### config.mk
export PLATFORM = sky130hd
export DESIGN_NAME = upload_session_tracker
export DESIGN_NICKNAME = d
export VERILOG_FILES = /design/src/sv/ust_pkg.sv /design/src/sv/ust_decide.sv /design/src/sv/upload_session_tracker.sv
export SDC_FILE = /design/constraint.sdc
export NUM_CORES = 1
export LEC_CHECK = 0
export ABC_AREA = 1
export BUFFER_PORTS_ARGS = -buffer_cell sky130_fd_sc_hd__buf_2
export CAP_MARGIN = 20
export CORE_ASPECT_RATIO = 1.5
export CORE_MARGIN = 4
export CORE_UTILIZATION = 50
export DETAILED_ROUTE_END_ITERATION = 7
export PLACE_DENSITY = 0.69
export SYNTH_ARGS = -nofsm -noshare
export SYNTH_HDL_FRONTEND = slang
export SYNTH_SLANG_ARGS = --single-unit
### constraint.sdc
create_clock -name clock -period 6.2 [get_ports clock]
set_clock_uncertainty 0.2 [all_clocks]
set_input_delay 1.24 -clock clock [delete_from_list [all_inputs] [get_ports clock]]
set_output_delay 1.24 -clock clock [all_outputs]
set_load 0.1 [all_outputs]
### src/sv/ust_pkg.sv
// shared types and constants of the upload session tracker
// no dependencies; used by the decision logic, the top level and the checker
`default_nettype none

package ust_pkg;

   localparam int DEF_ID_BITS   = 64;
   localparam int DEF_SIZE_BITS = 32;

   localparam int ACTION_BITS   = 3;
   localparam int STATUS_BITS   = 3;
   localparam int PHASE_BITS    = 3;
   localparam int RSP_DATA_BITS = ((STATUS_BITS + PHASE_BITS + 7) / 8) * 8;

   typedef enum logic [ACTION_BITS-1:0] {
      ACT_PREPARE = 3'd0,
      ACT_RESERVE = 3'd1,
      ACT_BEGIN   = 3'd2,
      ACT_WRITE   = 3'd3,
      ACT_FINISH  = 3'd4,
      ACT_ABORT   = 3'd5
   } action_type;

   typedef enum logic [STATUS_BITS-1:0] {
      ST_OK         = 3'd0,
      ST_INVALID    = 3'd1,
      ST_BUSY       = 3'd2,
      ST_REPLAY     = 3'd3,
      ST_ID_MISMATCH = 3'd4,
      ST_OFF_MISMATCH = 3'd5,
      ST_OVERFLOW   = 3'd6,
      ST_INCOMPLETE = 3'd7
   } status_type;

   typedef enum logic [PHASE_BITS-1:0] {
      PH_IDLE    = 3'd0,
      PH_READY   = 3'd1,
      PH_WRITING = 3'd2,
      PH_PENDING = 3'd3,
      PH_FAILED  = 3'd4
   } phase_type;

   // session update controls from the decision logic to the datapath
   typedef struct packed {
      status_type status;
      phase_type  phase_next;
      logic       load_session;
      logic       clear_received;
      logic       add_received;
      logic       set_mark;
      logic       clear_mark;
   } decision_type;

endpackage

`default_nettype wire

### src/sv/ust_decide.sv
// per-request checks and phase transition of the upload session
// depends on ust_pkg; instantiated by upload_session_tracker
`default_nettype none

module ust_decide #(
   parameter int ID_BITS   = ust_pkg::DEF_ID_BITS,
   parameter int SIZE_BITS = ust_pkg::DEF_SIZE_BITS
) (
   input  wire logic [ust_pkg::ACTION_BITS-1:0] action,
   input  wire logic [ID_BITS-1:0]              session_id,
   input  wire logic                            id_present,
   input  wire logic [SIZE_BITS-1:0]            byte_count,
   input  wire logic [SIZE_BITS-1:0]            chunk_offset,
   input  wire logic                            grant_flag,
   input  wire ust_pkg::phase_type              phase,
   input  wire logic [ID_BITS-1:0]              held_id,
   input  wire logic [SIZE_BITS-1:0]            total_expected,
   input  wire logic [SIZE_BITS-1:0]            total_received,
   input  wire logic                            reserved_mark,
   output ust_pkg::decision_type                decision
);
   import ust_pkg::*;

   logic                 id_equal;
   logic                 id_same;
   logic [SIZE_BITS-1:0] room;
   status_type           gate;
   status_type           status;
   phase_type            phase_next;

   assign id_equal = (session_id == held_id);
   assign id_same  = id_present && id_equal;
   assign room     = (total_expected >= total_received) ?
                     (total_expected - total_received) : '0;

   // shared phase gate of reserve and begin
   always_comb begin
      unique case (phase)
         PH_READY:   gate = ST_OK;
         PH_WRITING: gate = ST_BUSY;
         PH_PENDING: gate = ST_REPLAY;
         default:    gate = ST_INVALID;
      endcase
   end

   // status
   always_comb begin
      status = ST_OK;
      unique case (action)
         ACT_PREPARE: begin
            if (!id_present || (byte_count == '0)) status = ST_INVALID;
            else if (phase == PH_WRITING)          status = ST_BUSY;
            else if (phase == PH_PENDING)          status = id_equal ? ST_REPLAY : ST_BUSY;
            else if ((phase == PH_READY) && id_equal) status = ST_REPLAY;
         end
         ACT_RESERVE: begin
            if (gate != ST_OK)  status = gate;
            else if (!id_same)  status = ST_ID_MISMATCH;
            else if (!grant_flag) status = ST_BUSY;
         end
         ACT_BEGIN: begin
            if (gate != ST_OK)     status = gate;
            else if (!id_same)     status = ST_ID_MISMATCH;
            else if (!reserved_mark) status = ST_BUSY;
         end
         ACT_WRITE: begin
            if (phase != PH_WRITING)              status = ST_INVALID;
            else if (!id_same)                    status = ST_ID_MISMATCH;
            else if (chunk_offset != total_received) status = ST_OFF_MISMATCH;
            else if (byte_count > room)           status = ST_OVERFLOW;
         end
         ACT_FINISH: begin
            if (phase != PH_WRITING)                 status = ST_INVALID;
            else if (!id_same)                       status = ST_ID_MISMATCH;
            else if (total_received != total_expected) status = ST_INCOMPLETE;
         end
         ACT_ABORT: status = ST_OK;
         default:   status = ST_INVALID;
      endcase
   end

   // next phase
   always_comb begin
      phase_next = phase;
      unique case (action)
         ACT_PREPARE: if (status == ST_OK) phase_next = PH_READY;
         ACT_BEGIN:   if (status == ST_OK) phase_next = PH_WRITING;
         ACT_FINISH:  if (status == ST_OK) phase_next = PH_PENDING;
         ACT_ABORT:   if (phase != PH_PENDING) phase_next = PH_FAILED;
         default:     phase_next = phase;
      endcase
   end

   // update controls
   always_comb begin
      logic ok;
      logic abort_hit;
      ok        = (status == ST_OK);
      abort_hit = (action == ACT_ABORT) && (phase != PH_PENDING);
      decision.status         = status;
      decision.phase_next     = phase_next;
      decision.load_session   = ok && (action == ACT_PREPARE);
      decision.clear_received = (ok && ((action == ACT_PREPARE) || (action == ACT_BEGIN)))
                                || abort_hit;
      decision.add_received   = ok && (action == ACT_WRITE);
      decision.set_mark       = ok && (action == ACT_RESERVE);
      decision.clear_mark     = (ok && (action == ACT_PREPARE)) || abort_hit;
   end

endmodule

`default_nettype wire

### src/sv/upload_session_tracker.sv
// top level of the upload session tracker: request register, session state,
// response register; depends on ust_pkg and ust_decide
`default_nettype none

// usage
//   requests enter on req_*: tuser carries the action code, tdata the identifier,
//   its present flag, the byte count, the chunk offset and the grant flag
//   every request yields exactly one response on rsp_*: status and the phase
//   after the request
//   a taken request goes through the request register, then the response register
//   throughput: one request per cycle while rsp_tready is high; the request
//   register feeds the decision logic, which updates the session state and loads
//   the response register in the same cycle, so the next request sees the new state
//   stall: while rsp_tready is low the response holds, the request register keeps
//   one more request, and req_tready drops once both are full
//   reset: synchronous, active high; empties both registers and returns the
//   session to idle with zero identifier, counts and reservation
module upload_session_tracker #(
   parameter int ID_BITS   = ust_pkg::DEF_ID_BITS,
   parameter int SIZE_BITS = ust_pkg::DEF_SIZE_BITS,
   localparam int REQ_DATA_BITS = ((ID_BITS + 2 * SIZE_BITS + 2 + 7) / 8) * 8
) (
   input  wire logic                              clock,
   input  wire logic                              reset,
   // request channel
   input  wire logic                              req_tvalid,
   output      logic                              req_tready,
   // session_id, id_present, byte_count, chunk_offset, grant_flag, zero fill
   input  wire logic [REQ_DATA_BITS-1:0]          req_tdata,
   // action
   input  wire logic [ust_pkg::ACTION_BITS-1:0]   req_tuser,
   // response channel
   output      logic                              rsp_tvalid,
   input  wire logic                              rsp_tready,
   // status, phase_now, zero fill
   output      logic [ust_pkg::RSP_DATA_BITS-1:0] rsp_tdata
);
   import ust_pkg::*;

   // field positions inside req_tdata
   localparam int PRESENT_POS = ID_BITS;
   localparam int COUNT_LSB   = ID_BITS + 1;
   localparam int OFFSET_LSB  = COUNT_LSB + SIZE_BITS;
   localparam int GRANT_POS   = OFFSET_LSB + SIZE_BITS;
   localparam int RSP_FILL    = RSP_DATA_BITS - STATUS_BITS - PHASE_BITS;

   // request register
   logic                   req_valid_ff, req_valid_in;
   logic [ACTION_BITS-1:0] action_ff;
   logic [ID_BITS-1:0]     session_id_ff;
   logic                   id_present_ff;
   logic [SIZE_BITS-1:0]   byte_count_ff;
   logic [SIZE_BITS-1:0]   chunk_offset_ff;
   logic                   grant_flag_ff;

   // session state
   phase_type              phase_ff, phase_in;
   logic [ID_BITS-1:0]     held_id_ff, held_id_in;
   logic [SIZE_BITS-1:0]   expected_ff, expected_in;
   logic [SIZE_BITS-1:0]   received_ff, received_in;
   logic                   mark_ff, mark_in;

   // response register
   logic                   rsp_valid_ff, rsp_valid_in;
   status_type             rsp_status_ff;
   phase_type              rsp_phase_ff;

   logic                   req_take;
   logic                   advance;
   decision_type           decision;

   // the request register moves on whenever the response slot is free or freeing
   assign advance    = req_valid_ff && (!rsp_valid_ff || rsp_tready);
   assign req_tready = !req_valid_ff || advance;
   assign req_take   = req_tvalid && req_tready;

   assign rsp_tvalid = rsp_valid_ff;
   assign rsp_tdata  = {{RSP_FILL{1'b0}}, rsp_phase_ff, rsp_status_ff};

   ust_decide #(
      .ID_BITS  (ID_BITS),
      .SIZE_BITS(SIZE_BITS)
   ) u_decide (
      .action        (action_ff),
      .session_id    (session_id_ff),
      .id_present    (id_present_ff),
      .byte_count    (byte_count_ff),
      .chunk_offset  (chunk_offset_ff),
      .grant_flag    (grant_flag_ff),
      .phase         (phase_ff),
      .held_id       (held_id_ff),
      .total_expected(expected_ff),
      .total_received(received_ff),
      .reserved_mark (mark_ff),
      .decision      (decision)
   );

   // handshake flags
   always_comb begin
      req_valid_in = req_valid_ff;
      if (req_take)     req_valid_in = 1'b1;
      else if (advance) req_valid_in = 1'b0;

      rsp_valid_in = rsp_valid_ff;
      if (advance)         rsp_valid_in = 1'b1;
      else if (rsp_tready) rsp_valid_in = 1'b0;
   end

   // session state update, applied only when a request completes
   always_comb begin
      phase_in    = phase_ff;
      held_id_in  = held_id_ff;
      expected_in = expected_ff;
      received_in = received_ff;
      mark_in     = mark_ff;
      if (advance) begin
         phase_in = decision.phase_next;
         if (decision.load_session) begin
            held_id_in  = session_id_ff;
            expected_in = byte_count_ff;
         end
         if (decision.clear_received)    received_in = '0;
         else if (decision.add_received) received_in = received_ff + byte_count_ff;
         if (decision.clear_mark)        mark_in = 1'b0;
         else if (decision.set_mark)     mark_in = 1'b1;
      end
   end

   always_ff @(posedge clock) begin
      if (reset) begin
         req_valid_ff <= 1'b0;
         rsp_valid_ff <= 1'b0;
         phase_ff     <= PH_IDLE;
         held_id_ff   <= '0;
         expected_ff  <= '0;
         received_ff  <= '0;
         mark_ff      <= 1'b0;
      end else begin
         req_valid_ff <= req_valid_in;
         rsp_valid_ff <= rsp_valid_in;
         phase_ff     <= phase_in;
         held_id_ff   <= held_id_in;
         expected_ff  <= expected_in;
         received_ff  <= received_in;
         mark_ff      <= mark_in;
      end
   end

   // payload registers, no reset
   always_ff @(posedge clock) begin
      if (req_take) begin
         action_ff       <= req_tuser;
         session_id_ff   <= req_tdata[0 +: ID_BITS];
         id_present_ff   <= req_tdata[PRESENT_POS];
         byte_count_ff   <= req_tdata[COUNT_LSB +: SIZE_BITS];
         chunk_offset_ff <= req_tdata[OFFSET_LSB +: SIZE_BITS];
         grant_flag_ff   <= req_tdata[GRANT_POS];
      end
      if (advance) begin
         rsp_status_ff <= decision.status;
         rsp_phase_ff  <= decision.phase_next;
      end
   end

endmodule

`default_nettype wire

==> flow_summary.ini, run 1 <==
[timing]
holdWs_ns = 0.290
period_minus_slack_ns = 5.68
rsz0062_at_grt = no
relSlewSlack = 0.486
hold_viol = 0
fmax_ghz = 0.176
final.setup.worst_slack_ns = 0.516
setup_viol = 0
worst_slew_pin_slew_ns = 0.771
finalSetupTns_ns = 0
drv_slew = 0
fin_crit_sh = 0.917

[route]
drt_iter0_markers = 700
drt-vias-per-instance = 5.20
vias = 13362
antenna_left = 0
drc_errors = 0
wl_per_cell_um = 15.4
drtPass1Iterations = 8
wirelength_mm = 39.7

[global_route]
antenna_found_initial = 0
first_global_vias = 13285
grt_pass1_wl_mm = 64.3
grt-ovfl-total = 0
grt_usage = 0.226
grt_max_degree = 134

[clocking]
clockRootBuffer = clkbuf_16
cts_max_level = 1
cts_tree = yes
insertion_delay_ns = 0.57
clockBufferDepth = 3
postCtsSetupRepairBufs = 0
cts.sinks = 273
clk_pin_slew_ns = 0.07
numCtsBuffers = 28

[die]
dieArea_mm2 = 0.0346
core_mm2 = 0.0311
io_pins = 153
die_x_um = 153
rows = 79
die_y_um = 226
initial_core_util = 0.508

[logic_synthesis]
netlist_area_mm2 = 0.0158
synth_seq_cells = 273
yosysTopAreaCellShare = 0.264
yosysTopAreaCell = edfxtp_1
seq_area_frac_synth = 0.434
avgSynthCellArea_um2 = 7.99
ys_types = 49
synth.area.top_cells = edfxtp_1 26%, dfxtp_1 17%, nand2_1 8.8%, nor2_1 8.4%, ha_1 7.5%
synthCells = 1979
yosys_warnings = 0

[layout]
area_delta_synth_final_pct = 15.2
utilization = 0.585
drive_above_1_share = 0.132
fin_area_mm2 = 0.0182
layout.nets = 2385
diodes = 0
finalNonFillerCells = 2572

[job]
max_cap_viol_count = 0

[placed_design]
pre_cts_slack_ns = 0.223
finalWeightedCongestion = 0.977
io_buffers = 144
dp.cells = 2519
dpl.hpwl_mm = 30.0
place_area_mm2 = 0.0172

[worst_setup_path]
worst-endpoint-arrival_ns = 5.94
r2r_cells = 43
slowest_stage = dfxtp_1
required_ns = 6.45
critPathKind = reg -> reg
critPathLaunchType = register
cpPeakStageDelay_ns = 0.37
end_kind = register
cp_max_fo = 22
crit_top_cell = nand2_1

[power]
powerDensity_mw_per_mm2 = 272
finalPower_mw = 4.94
p_leak_nw = 7.95
vdd_drop_max_v = 0.000249

[worst_hold_path]
hp-class = reg -> reg
whs_path_depth = 2

[status]
status = complete, no violations
[cells by family after synthesis]
| logic type | share of synthesized area |
|---|---|
| AO/OA/AOI/OAI | 0.104 |
| buffers and inverters | 0.0652 |
| XOR/XNOR | 0.0748 |
| other | 0.000237 |
| flip-flops | 0.434 |
| adder cells (fa/ha/maj) | 0.0777 |
| AND/OR/NAND/NOR | 0.244 |
[final timing paths]
path / start / endpoint / slack, ns
setup reg to reg: received_ff[0]$_SDFFE_PP0P_ / received_ff[0]$_SDFFE_PP0P_ / 0.52
hold / removal: expected_ff[0]$_SDFFE_PP0P_ / expected_ff[0]$_SDFFE_PP0P_ / 0.29
setup / recovery: received_ff[0]$_SDFFE_PP0P_ / received_ff[0]$_SDFFE_PP0P_ / 0.52
hold reg to reg: expected_ff[0]$_SDFFE_PP0P_ / expected_ff[0]$_SDFFE_PP0P_ / 0.29
[power by group]
| group | switching [mW] | internal (mW) | total [mW] |
|---|---|---|---|
| Combinational | 0.701 | 0.466 | 1.17 |
| Clock | 0.737 | 0.985 | 1.72 |
| Sequential | 0.0724 | 1.98 | 2.06 |
| Total | 1.51 | 3.43 | 4.94 |
[placed cells by master (no fill, tap or decap), types with 4 or more instances in the layout]
cell type	n
inv_1	183
o21ai_0	93
a21oi_1	127
buf_4	37
xnor2_1	88
ha_1	95
buf_12	11
o211ai_1	4
clkinvlp_4	5
a21o_1	7
clkbuf_16	29
nor3_1	7
a31oi_1	5
buf_2	144
or2_2	16
nand2_1	369
edfxtp_1	139
nor2_2	5
nand3b_1	28
clkinv_2	4
nand3_1	88
dfxtp_1	134
o21ai_1	43
nand4_1	24
nor4_1	11
xor2_1	47
clkinv_1	6
inv_2	11
o21a_1	8
o21bai_1	7
nor2_1	353
[what timing repair did]
action | 4_1_cts | 5_1_grt
resized for setup | 0 | 7
endpoints found under the setup margin | 0 | 134
hold buffers | 0 | 0
[routing by layer]
metal	vias to the layer above	GRT usage	share of wire
li1	6850	-	-
met1	6140	0.248	0.39
met2	284	0.439	0.53
met3	88	0.0265	0.038
met4	0	0.0889	0.039
met5	-	0	0
[registers in the layout, indices dropped and copies added (netlist names)]
register / cells
held_id_ff: 64
expected_ff: 32
session_id_ff: 64
byte_count_ff: 32
rsp_tvalid: 1
req_valid_ff: 1
grant_flag_ff: 1
phase_ff: 3
rsp_status_ff: 3
id_present_ff: 1
chunk_offset_ff: 32
mark_ff: 1
rsp_phase_ff: 3
received_ff: 32
action_ff: 3
[cell type report]
class,count,area (µm²)
well taps,405,507
inverters,198,747
repair buffers,192,1220
multi-input cells,1452,7940
flip-flops and latches,273,6860
fillers,2812,12900
clock inverters,20,201
clock buffers,32,737
[cell usage after synthesis (all sizes together)]
master     n
nand2    372
nor2     361
inv      195
edfxtp   139
o21ai    136
dfxtp    134
a21oi    128
ha        95
nand3     90
xnor2     88
xor2      47
buf       32
nand3b    28
clkbuf    25
nand4     25
or2       16
nor4      12
o21a       8
a21o       7
nor3       7
o21bai     7
a31oi      5
o211ai     4
a21boi     3
clkinv     3
fa         2
o2111ai    2
o221ai     2
a211oi     1
a22o       1
a31o       1
and2       1
conb       1
o221a      1
[critical path, delay by kind of cell, from the launching register on]
kind / cells / cell delay [ns]
AND/OR/NAND/NOR: 30 / 2.81
adder cells (fa/ha/maj): 3 / 0.79
XOR/XNOR: 1 / 0.16
flip-flops: 1 / 0.37
AO/OA/AOI/OAI: 4 / 0.51
buffers and inverters: 5 / 0.74
No activity file was read; power rests on OpenSTA's default activity.
==> inputs of run 2 (changes only) <==
--- a/config.mk
+++ b/config.mk
@@ -5,14 +5,13 @@
 export SDC_FILE = /design/constraint.sdc
 export NUM_CORES = 1
 export LEC_CHECK = 0
-export ABC_AREA = 1
 export BUFFER_PORTS_ARGS = -buffer_cell sky130_fd_sc_hd__buf_2
 export CAP_MARGIN = 20
 export CORE_ASPECT_RATIO = 1.5
 export CORE_MARGIN = 4
 export CORE_UTILIZATION = 50
 export DETAILED_ROUTE_END_ITERATION = 7
-export PLACE_DENSITY = 0.69
+export PLACE_DENSITY = 0.7
 export SYNTH_ARGS = -nofsm -noshare
 export SYNTH_HDL_FRONTEND = slang
 export SYNTH_SLANG_ARGS = --single-unit
==> flow_summary.ini, run 2 <==
[power]
p_comb_frac = 0.109
switchingPower_mw = 1.03
powerDensity_mw_per_mm2 = 249
switching_share = 0.248
intPower_mw = 3.11
p_clk_frac = 0.402
p_leak_nw = 6.72
pwr-share-seq = 0.489
vdd_drop_max_v = 0.000229

[logic_synthesis]
synth-main-ff-cell = edfxtp_1
synthCells = 1336
ys_types = 65
synth_most_common_cell = nor2_1
synth.area.top_cells = edfxtp_1 29%, dfxtp_1 19%, ha_1 8.4%, mux2i_1 6.8%, xor2_1 5.2%
synthArstFlopShare = 0
avgSynthCellArea_um2 = 10.6
synth_seq_cells = 273
yosysTopAreaCellShare = 0.294
netlist_area_mm2 = 0.0142
synth_edf_count = 139
synth_common_cells = 160 x nor2_1, 139 x edfxtp_1, 134 x dfxtp_1
yosysTopAreaCell = edfxtp_1
seq_area_frac_synth = 0.483
yosys_warnings = 0

[worst_setup_path]
r2r-end = held_id_ff[40]$_SDFFE_PP0P_
rr_startpoint = expected_ff[0]$_SDFFE_PP0P_
crit_top_cell = a21oi_1
end_kind = register
slowest_stage = a2111oi_0
critPathKind = reg -> reg
worst-endpoint-arrival_ns = 6.08
cpPeakStageDelay_ns = 0.48
ff2ff_setup_slack_ns = 0.31
r2r_cells = 28
cp_max_fo = 13
required_ns = 6.39
critPathLaunchType = register

[layout]
final_common_cell = nor2_1
nFillCells = 2351
area_delta_synth_final_pct = 16.9
largestRegisters = held_id_ff (64), session_id_ff (64)
finalNonFillerCells = 1886
diodes = 0
utilization = 0.594
drive_above_1_share = 0.171
layout.nets = 1759
layout.cells.most_common_list = 160 x nor2_1, 143 x buf_2, 139 x edfxtp_1

[timing]
finalSetupTns_ns = 0
hold_viol = 0
worst_slew_pin_slew_ns = 1.08
holdWs_ns = 0.298
fmax_ghz = 0.170
fin_crit_sh = 0.949
period_minus_slack_ns = 5.89
setup_viol = 0
relSlewSlack = 0.280
drv_slew = 0
final.setup.worst_slack_ns = 0.314

[die]
die_y_um = 214
dieArea_mm2 = 0.0312
io_pins = 153
rows = 75
core_mm2 = 0.0280
die_x_um = 146
initial_core_util = 0.508

[placed_design]
dp.cells = 1832
io_buffers = 144
finalWeightedCongestion = 0.880
pre_cts_slack_ns = 0.134
dpl.hpwl_mm = 25.6

[route]
wirelength_mm = 35.0
wl_per_cell_um = 18.6
drtPass1Iterations = 6
antenna_left = 0
drc_errors = 0
drt-vias-per-instance = 5.63
drt_iter0_markers = 409
vias = 10627

[worst_hold_path]
hp-class = reg -> reg
whs_path_depth = 2
holdPathEnd = expected_ff[0]$_SDFFE_PP0P_
hp-start = expected_ff[0]$_SDFFE_PP0P_

[status]
status = complete, no violations

[global_route]
grt_usage = 0.217
grt_max_degree = 96
grt_pass1_wl_mm = 54.7
grt-ovfl-total = 0
first_global_vias = 10807
antenna_found_initial = 2

[clocking]
cts.sinks = 273
insertion_delay_ns = 0.56
numCtsBuffers = 27
clk_pin_slew_ns = 0.07
clockRootBuffer = clkbuf_16
cts_max_level = 1
cts_tree = yes
clockBufferDepth = 3

[job]
max_cap_viol_count = 0
## run 2: metal layers
| layer | vias up | track usage | share of wire |
|---|---|---|---|
| met2 | 279 | 0.411 | 0.53 |
| met4 | 4 | 0.105 | 0.048 |
| met3 | 96 | 0.0342 | 0.055 |
| li1 | 5194 | - | - |
| met5 | - | 0 | 0.00074 |
| met1 | 5054 | 0.233 | 0.37 |
## run 2: worst max-delay path, delay by kind of cell (launching register included)
kind | cells | cell delay [ns]
flops | 1 | 0.33
fa+ha+maj | 3 | 0.72
simple gates | 4 | 0.59
buf+inv | 5 | 0.59
mux | 1 | 0.23
compound gates | 15 | 3.03
## run 2: repair_timing
item / in CTS / in global routing
endpoints found under the setup margin: 0 / 135
resized for setup: 0 / 15
buffers inserted: 0 / 3
hold buffers: 0 / 0
## run 2: cells by family (layout without fill, tap and decap cells)
group           Yosys count  count (layout)  synth area share
simple gates            373             373             0.125
other cells               1               2          0.000264
mux                      97              97            0.0683
flops                   273             273             0.483
fa+ha+maj                97              97            0.0865
compound gates          245             245             0.113
xor+xnor                153             153            0.0943
buf+inv                  97             300            0.0302
## run 2: worst max path at each step
stage	startpoint	to	slack [ns]	cells after the start
final	expected_ff[0]$_SDFFE_PP0P_	held_id_ff[40]$_SDFFE_PP0P_	0.31	28
after global placement	received_ff[1]$_SDFFE_PP0P_	held_id_ff[35]$_SDFFE_PP0P_	0.25	27
after global routing	expected_ff[0]$_SDFFE_PP0P_	mark_ff$_SDFFE_PP0P_	-0.02	30
after detailed placement	expected_ff[0]$_SDFFE_PP0P_	held_id_ff[1]$_SDFFE_PP0P_	0.13	28
after floorplan	expected_ff[0]$_SDFFE_PP0P_	held_id_ff[33]$_SDFFE_PP0P_	0.25	29
after CTS	expected_ff[0]$_SDFFE_PP0P_	held_id_ff[40]$_SDFFE_PP0P_	0.03	28
## run 2: metrics by stage
stage               total power [mW]  area (µm²)
finish                          4.14       16600
global placement                2.49       15600
CTS                             4.17       16500
global route                    4.32       16600
detailed placement              2.50       15600
floorplan                       2.34       14200
## run 2: cell type report
| cell class | count | area [µm²] | area share |
|---|---|---|---|
| Multi-Input combinational cell | 967 | 7000 | 0.422 |
| Sequential cell | 273 | 6860 | 0.413 |
| Timing Repair Buffer | 195 | 1210 | 0.0729 |
| Clock buffer | 29 | 693 | 0.0417 |
| Tap cell | 346 | 433 | 0.0261 |
| Clock inverter | 21 | 206 | 0.0124 |
| Inverter | 55 | 206 | 0.0124 |
## run 2: power by group through the flow
stage	combinational [mW]	sequential, mW	clock, mW
after floorplan	0.278	2.06	0
after global placement	0.431	2.06	0
after detailed placement	0.440	2.06	0
after CTS	0.443	2.02	1.71
after global routing	0.499	2.03	1.79
final	0.451	2.02	1.66
